`src/twrp_pkg.sv`:
```
`default_nettype none
// ----------------------------------------------------------------------------
// twrp_pkg
// Types and codes shared by the tiered weighted random pick unit and its
// port checker.
// ----------------------------------------------------------------------------
package twrp_pkg;

   localparam int MAX_ENTRIES_DEF = 64;
   localparam int WEIGHT_BITS_DEF = 16;
   localparam int TIER_COUNT_DEF  = 3;

   // fixed field widths of the item formats
   localparam int TIER_W   = 2;
   localparam int INWGT_W  = 16;
   localparam int RAND_W   = 32;
   localparam int CHIDX_W  = 6;

   typedef enum logic [1:0] {
      CMD_CLEAR  = 2'd0,
      CMD_APPEND = 2'd1,
      CMD_DRAW   = 2'd2
   } cmd_type;

   typedef enum logic [1:0] {
      ST_OK   = 2'd0,
      ST_FULL = 2'd1,
      ST_ZERO = 2'd2,
      ST_NONE = 2'd3
   } status_type;

   typedef struct packed {
      cmd_type              command;
      logic [TIER_W-1:0]    entry_tier;
      logic [INWGT_W-1:0]   entry_weight;
      logic [TIER_W-1:0]    draw_tier;
      logic [RAND_W-1:0]    random_value;
   } req_type;

   typedef struct packed {
      status_type           status;
      logic [CHIDX_W-1:0]   chosen_index;
      logic [TIER_W-1:0]    chosen_tier;
   } rsp_type;

endpackage
`default_nettype wire

```
`src/tiered_weighted_random_pick_unit.sv`:
```
`default_nettype none
// ----------------------------------------------------------------------------
// tiered_weighted_random_pick_unit
// Weighted random pick from a table of tiered entries.
// ----------------------------------------------------------------------------
// Clear and append are carried out when accepted, and their result shows in
// the output register on the next cycle. A draw runs per tier tried: a summing
// pass over the table, then for the first tier that holds entries a bit-serial
// reduction of the 32-bit random word, a step to form r, and a selecting pass,
// plus a final step that posts the result. With a full table of 64 entries each
// empty tier skipped adds another summing pass over all of them. The pace is set
// by the single read port of the entry memory, one entry per cycle, and by the
// one shared add/subtract unit that does the summing, the reduction and the walk.
// A new item is taken only while the sequencer is idle and the output
// register is free or being emptied.
// ----------------------------------------------------------------------------
module tiered_weighted_random_pick_unit #(
   parameter int MAX_ENTRIES = twrp_pkg::MAX_ENTRIES_DEF,
   parameter int WEIGHT_BITS = twrp_pkg::WEIGHT_BITS_DEF,
   parameter int TIER_COUNT  = twrp_pkg::TIER_COUNT_DEF
) (
   input  wire logic             clock,
   input  wire logic             reset,
   input  wire logic             req_valid,
   output      logic             req_stall,
   input  wire twrp_pkg::req_type req_item,
   output      logic             rsp_valid,
   input  wire logic             rsp_stall,
   output      twrp_pkg::rsp_type rsp_item
);

   localparam int IDX_W  = (MAX_ENTRIES > 1) ? $clog2(MAX_ENTRIES) : 1;
   localparam int CNT_W  = $clog2(MAX_ENTRIES + 1);
   localparam int SUM_W  = WEIGHT_BITS + CNT_W;
   localparam int ACC_W  = SUM_W + 1;
   localparam int ALU_W  = ACC_W + 1;
   localparam int ENT_W  = twrp_pkg::TIER_W + WEIGHT_BITS;
   localparam int BIT_W  = $clog2(twrp_pkg::RAND_W);

   typedef enum logic [5:0] {
      S_IDLE = 6'b000001,
      S_SUM  = 6'b000010,
      S_MOD  = 6'b000100,
      S_INC  = 6'b001000,
      S_SEL  = 6'b010000,
      S_DONE = 6'b100000
   } state_type;

   // entry memory
   logic [ENT_W-1:0] mem [MAX_ENTRIES];

   state_type                   state_ff, state_in;
   logic [CNT_W-1:0]            count_ff, count_in;
   logic [CNT_W-1:0]            addr_ff, addr_in;
   logic                        rd_vld_ff;
   logic [ENT_W-1:0]            rd_data_ff;
   logic [IDX_W-1:0]            rd_idx_ff;
   logic [twrp_pkg::TIER_W-1:0] tier_ff, tier_in;
   logic [ACC_W-1:0]            acc_ff, acc_in;
   logic [SUM_W-1:0]            total_ff, total_in;
   logic [twrp_pkg::RAND_W-1:0] rv_ff, rv_in;
   logic [BIT_W-1:0]            bit_ff, bit_in;
   twrp_pkg::rsp_type           res_ff, res_in;
   logic                        rsp_valid_ff, rsp_valid_in;
   twrp_pkg::rsp_type           rsp_item_ff, rsp_item_in;

   logic                        accept;
   logic                        rsp_free;
   logic                        rd_en;
   logic                        wr_en;
   logic [WEIGHT_BITS-1:0]      w_in;
   logic [twrp_pkg::TIER_W-1:0] etier_clamped;
   logic [twrp_pkg::TIER_W-1:0] dtier_clamped;
   logic [twrp_pkg::TIER_W-1:0] rd_tier;
   logic [WEIGHT_BITS-1:0]      rd_wgt;
   logic                        match;
   logic                        scan_end;
   logic [ACC_W-1:0]            rem_shift;
   logic [ALU_W-1:0]            alu_a, alu_b, alu_res;
   logic                        alu_sub;

   assign rsp_free  = !rsp_valid_ff || !rsp_stall;
   assign req_stall = !((state_ff == S_IDLE) && rsp_free);
   assign accept    = req_valid && !req_stall;
   assign rsp_valid = rsp_valid_ff;
   assign rsp_item  = rsp_item_ff;

   assign w_in     = WEIGHT_BITS'(req_item.entry_weight);
   assign rd_tier  = rd_data_ff[ENT_W-1 -: twrp_pkg::TIER_W];
   assign rd_wgt   = rd_data_ff[WEIGHT_BITS-1:0];
   assign match    = rd_vld_ff && (rd_tier == tier_ff);
   assign scan_end = (addr_ff == count_ff) && !rd_vld_ff;
   assign rd_en    = ((state_ff == S_SUM) || (state_ff == S_SEL)) && (addr_ff < count_ff);
   assign wr_en    = accept && (req_item.command == twrp_pkg::CMD_APPEND) &&
                     (count_ff < CNT_W'(MAX_ENTRIES)) && (w_in != '0);
   assign rem_shift = {acc_ff[ACC_W-2:0], rv_ff[twrp_pkg::RAND_W-1]};

   // tiers above the top one saturate
   always_comb begin
      if (32'(req_item.entry_tier) > TIER_COUNT - 1) begin
         etier_clamped = twrp_pkg::TIER_W'(TIER_COUNT - 1);
      end else begin
         etier_clamped = req_item.entry_tier;
      end
      if (32'(req_item.draw_tier) > TIER_COUNT - 1) begin
         dtier_clamped = twrp_pkg::TIER_W'(TIER_COUNT - 1);
      end else begin
         dtier_clamped = req_item.draw_tier;
      end
   end

   // shared add/subtract unit
   always_comb begin
      alu_a   = '0;
      alu_b   = '0;
      alu_sub = 1'b0;
      case (state_ff)
         S_SUM: begin
            alu_a = ALU_W'(acc_ff);
            alu_b = ALU_W'(rd_wgt);
         end
         S_MOD: begin
            alu_a   = ALU_W'(rem_shift);
            alu_b   = ALU_W'(total_ff);
            alu_sub = 1'b1;
         end
         S_INC: begin
            alu_a = ALU_W'(acc_ff);
            alu_b = ALU_W'(1);
         end
         S_SEL: begin
            alu_a   = ALU_W'(acc_ff);
            alu_b   = ALU_W'(rd_wgt);
            alu_sub = 1'b1;
         end
         default: begin
         end
      endcase
      alu_res = alu_sub ? (alu_a - alu_b) : (alu_a + alu_b);
   end

   // sequencer
   always_comb begin
      state_in     = state_ff;
      count_in     = count_ff;
      addr_in      = addr_ff;
      tier_in      = tier_ff;
      acc_in       = acc_ff;
      total_in     = total_ff;
      rv_in        = rv_ff;
      bit_in       = bit_ff;
      res_in       = res_ff;
      rsp_item_in  = rsp_item_ff;
      rsp_valid_in = rsp_valid_ff && rsp_stall;

      if (rd_en) begin
         addr_in = addr_ff + 1'b1;
      end

      case (state_ff)
         S_IDLE: begin
            if (accept) begin
               rsp_item_in.status       = twrp_pkg::ST_OK;
               rsp_item_in.chosen_index = '0;
               rsp_item_in.chosen_tier  = '0;
               case (req_item.command)
                  twrp_pkg::CMD_CLEAR: begin
                     count_in     = '0;
                     rsp_valid_in = 1'b1;
                  end
                  twrp_pkg::CMD_APPEND: begin
                     if (count_ff >= CNT_W'(MAX_ENTRIES)) begin
                        rsp_item_in.status = twrp_pkg::ST_FULL;
                     end else if (w_in == '0) begin
                        rsp_item_in.status = twrp_pkg::ST_ZERO;
                     end else begin
                        count_in = count_ff + 1'b1;
                     end
                     rsp_valid_in = 1'b1;
                  end
                  twrp_pkg::CMD_DRAW: begin
                     tier_in  = dtier_clamped;
                     rv_in    = req_item.random_value;
                     acc_in   = '0;
                     addr_in  = '0;
                     state_in = S_SUM;
                  end
                  default: begin
                     rsp_valid_in = 1'b1;
                  end
               endcase
            end
         end
         S_SUM: begin
            if (match) begin
               acc_in = alu_res[ACC_W-1:0];
            end
            if (scan_end) begin
               if (acc_ff == '0) begin
                  // tier empty: fall back or give up
                  if (tier_ff == '0) begin
                     res_in.status       = twrp_pkg::ST_NONE;
                     res_in.chosen_index = '0;
                     res_in.chosen_tier  = '0;
                     state_in            = S_DONE;
                  end else begin
                     tier_in  = tier_ff - 1'b1;
                     acc_in   = '0;
                     addr_in  = '0;
                  end
               end else begin
                  total_in = acc_ff[SUM_W-1:0];
                  acc_in   = '0;
                  bit_in   = BIT_W'(twrp_pkg::RAND_W - 1);
                  state_in = S_MOD;
               end
            end
         end
         S_MOD: begin
            // restoring remainder, one bit of the random word per cycle
            if (alu_res[ALU_W-1]) begin
               acc_in = rem_shift;
            end else begin
               acc_in = alu_res[ACC_W-1:0];
            end
            rv_in  = rv_ff << 1;
            bit_in = bit_ff - 1'b1;
            if (bit_ff == '0) begin
               state_in = S_INC;
            end
         end
         S_INC: begin
            acc_in   = alu_res[ACC_W-1:0];
            addr_in  = '0;
            state_in = S_SEL;
         end
         S_SEL: begin
            if (match && (alu_res[ALU_W-1] || (alu_res == '0))) begin
               // weight covers what is left of r
               res_in.status       = twrp_pkg::ST_OK;
               res_in.chosen_index = twrp_pkg::CHIDX_W'(rd_idx_ff);
               res_in.chosen_tier  = tier_ff;
               state_in            = S_DONE;
            end else if (match) begin
               acc_in = alu_res[ACC_W-1:0];
            end else if (scan_end) begin
               if (tier_ff == '0) begin
                  res_in.status       = twrp_pkg::ST_NONE;
                  res_in.chosen_index = '0;
                  res_in.chosen_tier  = '0;
                  state_in            = S_DONE;
               end else begin
                  tier_in  = tier_ff - 1'b1;
                  acc_in   = '0;
                  addr_in  = '0;
                  state_in = S_SUM;
               end
            end
         end
         S_DONE: begin
            if (rsp_free) begin
               rsp_item_in  = res_ff;
               rsp_valid_in = 1'b1;
               state_in     = S_IDLE;
            end
         end
         default: begin
            state_in = S_IDLE;
         end
      endcase
   end

   // entry memory, one write and one registered read port
   always_ff @(posedge clock) begin
      if (wr_en) begin
         mem[count_ff[IDX_W-1:0]] <= {etier_clamped, w_in};
      end
      if (rd_en) begin
         rd_data_ff <= mem[addr_ff[IDX_W-1:0]];
         rd_idx_ff  <= addr_ff[IDX_W-1:0];
      end
   end

   always_ff @(posedge clock) begin
      if (reset) begin
         state_ff     <= S_IDLE;
         count_ff     <= '0;
         rd_vld_ff    <= 1'b0;
         rsp_valid_ff <= 1'b0;
      end else begin
         state_ff     <= state_in;
         count_ff     <= count_in;
         rd_vld_ff    <= rd_en;
         rsp_valid_ff <= rsp_valid_in;
      end
      addr_ff     <= addr_in;
      tier_ff     <= tier_in;
      acc_ff      <= acc_in;
      total_ff    <= total_in;
      rv_ff       <= rv_in;
      bit_ff      <= bit_in;
      res_ff      <= res_in;
      rsp_item_ff <= rsp_item_in;
   end

endmodule
`default_nettype wire

```
`config.mk`:
```
export PLATFORM = sky130hd
export DESIGN_NAME = tiered_weighted_random_pick_unit
export DESIGN_NICKNAME = d
export VERILOG_FILES = /design/src/twrp_pkg.sv /design/src/tiered_weighted_random_pick_unit.sv
export SDC_FILE = /design/constraint.sdc
export NUM_CORES = 1
export LEC_CHECK = 0
export BUFFER_PORTS_ARGS = -buffer_cell sky130_fd_sc_hd__buf_2
export CORE_AREA = 2 2 414 293
export DETAILED_ROUTE_END_ITERATION = 6
export DIE_AREA = 0 0 416 295
export MAX_ROUTING_LAYER = met4
export RECOVER_POWER = 25
export SLEW_MARGIN = 20
export SYNTH_ARGS = -nofsm -noshare
export SYNTH_HDL_FRONTEND = slang
export SYNTH_SLANG_ARGS = --single-unit
```
`constraint.sdc`:
```
create_clock -name clock -period 13.2 [get_ports clock]
set_clock_uncertainty 0.2 [all_clocks]
set_input_delay 2.64 -clock clock [delete_from_list [all_inputs] [get_ports clock]]
set_output_delay 2.64 -clock clock [all_outputs]
set_load 0.01 [all_outputs]
```
==> results.sh <==
export IMPL_outcome="finished with violations"
export IMPL_violations="design-rule violations, max-capacitance violations, max-slew violations"
export IMPL_slew_headroom=-1.620
export IMPL_synth_commonest_cells="edfxtp_1, mux4_2, nand2_1"
export IMPL_rr_startpoint="state_ff[2]$_SDFFE_PP0P_"
export IMPL_reg2reg_depth=20
export IMPL_ys_types=74
export IMPL_die_area_sq_mm=0.1227
export IMPL_fin_crit_ps=9334
export IMPL_hp_start="rv_ff[29]$_DFFE_PP_"
export IMPL_ant_nets=0
export IMPL_grt_usage=0.2258
export IMPL_dr_first_iter_drc_count=3685
export IMPL_synthTopCellsByArea="edfxtp_1, mux4_2, nand2_1"
export IMPL_drive_gt1_frac=0.2809
export IMPL_clock_root_buffer="clkbuf_16"
export IMPL_synthCells=2647
export IMPL_multi_input_area_sq_mm=0.01370
export IMPL_synth_seq_area_share=0.7348
export IMPL_syn_to_final_growth_pct=12.79
export IMPL_final_hold_viol_count=0
export IMPL_ys_async_sr_fraction=0
export IMPL_synthFlopType="edfxtp_1"
export IMPL_end_kind="flop"
export IMPL_final_area_sq_mm=0.05977
export IMPL_grt_pass1_wl_um=192200
export IMPL_crit_start="state_ff[2]$_SDFFE_PP0P_"
export IMPL_grt_max_degree=146
export IMPL_cts_resized=0
export IMPL_path_class="reg2reg"
export IMPL_synthesis_area_sq_mm=0.05299
export IMPL_grt_overflow_total=0
export IMPL_setup_violations_final=0
export IMPL_power_switching_mw=2.952
export IMPL_slew_violations=982
export IMPL_r2r_end="acc_ff[2]$_DFFE_PP_"
export IMPL_vias=27350
export IMPL_cts_tree="yes"
export IMPL_seq_area_sq_mm=0.03894
export IMPL_syn_avg_cell_area_sq_um=20.02
export IMPL_dp_hpwl_um=80600
export IMPL_synth_most_common_cell="edfxtp_1"
export IMPL_synth_seq_cells=1304
export IMPL_pwr_share_comb=0.190
export IMPL_antenna_found_initial=17
export IMPL_cp_arrival_ps=9490
export IMPL_power_internal_mw=7.373
export IMPL_fp_dieW_um=416
export IMPL_fin_nets=2902
export IMPL_yosysTopAreaCell="edfxtp_1"
export IMPL_clock_path_buffers=3
export IMPL_drt_vias_per_instance=6.107
export IMPL_syn_nets=2745
export IMPL_switching_share=0.2859
export IMPL_die_height_um=295
export IMPL_synth_top_family_by_area="multiplexers"
export IMPL_io_pins=70
export IMPL_drt_total_wl_um=134700
export IMPL_synthSimpleGateAreaFrac=0.03924
export IMPL_rrSetupSlack_ps=3870
export IMPL_core_sq_mm=0.1187
export IMPL_worst_slew_pin_transition_ps=3929
export IMPL_place_area_sq_mm=0.05577
export IMPL_min_path_type="reg2reg"
export IMPL_wl_per_cell_um=30.07
export IMPL_fin_crit_sh=0.7071
export IMPL_drv_cap=18
export IMPL_worstSetupEndpoint="acc_ff[2]$_DFFE_PP_"
export IMPL_place_port_buffers=69
export IMPL_synth_edf_count=1282
export IMPL_rsz0062_at_grt="no"
export IMPL_muxShareOfSynthArea=0.1650
export IMPL_cp_start_kind="flop"
export IMPL_fill_cells=9408
export IMPL_ir_worst_vdd_mv=0.1297
export IMPL_p_seq_frac=0.465
export IMPL_synthAdderAreaFrac=0.009587
export IMPL_place_congestion=0.8813
export IMPL_synth_xor_area_frac=0.006470
export IMPL_grt_pass1_vias=26790
export IMPL_p_leak_nw=18.39
export IMPL_clock_latency_ps=750
export IMPL_clkPwrFrac=0.344
export IMPL_numCtsBuffers=119
export IMPL_post_cts_buffers=0
export IMPL_cts_sinks=1304
export IMPL_powerDensity_mw_per_mm2=172.8
export IMPL_cp_max_fo=82
export IMPL_start_util=0.4464
export IMPL_yosysTopAreaCellShare=0.7265
export IMPL_fmax_ghz=0.1071
export IMPL_row_count=106
export IMPL_ys_warn_count=0
export IMPL_htreeDepth=3
export IMPL_drt_first_pass_iters=7
export IMPL_cp_required_ps=13350
export IMPL_clk_pin_slew_ps=70
export IMPL_drcViolationCount=4
export IMPL_postCtsHoldBufs=0
export IMPL_fin_setup_tns_ps=0
export IMPL_synth_compound_area_share=0.03351
[registers in the layout (all words and copies together) (netlist names)]
| register | count |
|---|---|
| mem | 1152 |
| rv_ff | 32 |
| acc_ff | 24 |
| total_ff | 23 |
| rd_data_ff | 18 |
| res_ff | 10 |
| rsp_item | 10 |
| addr_ff | 7 |
| count_ff | 7 |
| rd_idx_ff | 6 |
| state_ff | 6 |
| bit_ff | 5 |
| tier_ff | 2 |
| rd_vld_ff | 1 |
| rsp_valid | 1 |
[per-layer routing]
metal,routed length [um],part of all wire,track usage
met5,0,0,-
met4,2692,0.020,0.05011
met3,14060,0.10,0.06282
met2,58310,0.43,0.3078
met1,59590,0.44,0.3381
[power by group through the flow]
| stage | sequential [mW] | clock (mW) | combinational (mW) |
|---|---|---|---|
| floorplan | 4.85 | 0 | 1.26 |
| global placement | 4.88 | 0 | 1.91 |
| detailed placement | 4.88 | 0 | 1.91 |
| CTS | 4.79 | 3.62 | 1.93 |
| global route | 4.81 | 3.77 | 2.13 |
| finish | 4.80 | 3.56 | 1.97 |
[cell usage in the layout, fill, tap and decap left out, drive strengths merged, types with 10 or more instances in the layout]
master and instances:
xnor2 22, xor2 15, nand3 20, mux4 378, and2 17, nand2b 12
nor2 131, a21o 12, bufinv 17, a21oi 50, buf 140, clkinv 66
clkbuf 150, a22oi 32, mux2i 23, nor4 18, dfxtp 22, edfxtp 1282
nand4 12, a22o 26, nor3 13, o21ai 78, inv 31, nand2 180
clkinvlp 10, ha 39
[worst min-delay path by stage]
stage	to	slack [ps]	depth (start not counted)
2_1_floorplan	rd_idx_ff[0]$_DFFE_PP_	230	0
3_3_place_gp	rv_ff[29]$_DFFE_PP_	290	2
3_5_place_dp	rv_ff[12]$_DFFE_PP_	300	2
5_1_grt	rv_ff[30]$_DFFE_PP_	330	2
6_report	rv_ff[30]$_DFFE_PP_	310	2
4_1_cts	rv_ff[30]$_DFFE_PP_	320	2
[cell type report]
type / instances / area share
sequential: 1304 / 0.6516
tap: 1566 / 0.03278
timing repair buffer: 162 / 0.01700
clock inverter: 97 / 0.01719
multi-input combinational: 1190 / 0.2292
antenna: 4 / 0.0001675
inverter: 27 / 0.001696
clock buffer: 128 / 0.05039
[logic make-up after synthesis]
group | Yosys count
AO/OA/AOI/OAI | 263
XOR/XNOR | 37
adder cells (fa/ha/maj) | 40
buffers and inverters | 153
flip-flops | 1304
multiplexers | 401
AND/OR/NAND/NOR | 449
[stage by stage]
step / instances / power (mW) / hold slack (ps) / util / setup WS [ps]
global placement: 4249 / 6.785 / 290.5 / 0.4699 / 6663
floorplan: 2647 / 6.112 / 234.8 / - / 7065
finish: 4478 / 10.32 / 313.9 / 0.5035 / 3866
detailed placement: 4249 / 6.797 / 297.0 / 0.4699 / 6450
global route: 4478 / 10.71 / 333.7 / 0.5035 / 3146
CTS: 4474 / 10.34 / 316.1 / 0.5039 / 6519
[worst max-delay path, stage by stage, from the launching register on]
cell	delay (ps)
dfxtp_1	400
nor2b_1	230
and3_1	490
clkbuf_1	2650
a22oi_1	550
a41o_1	440
o21ai_0	150
a31o_2	220
a21oi_1	60
ha_1	560
a21oi_1	220
o21ai_0	160
a211oi_1	260
o21ai_0	150
a221oi_2	710
xnor2_4	170
buf_4	400
a21boi_0	280
a21oi_1	120
a21oi_2	130
buf_4	350
(Power assumes the default switching activity.)
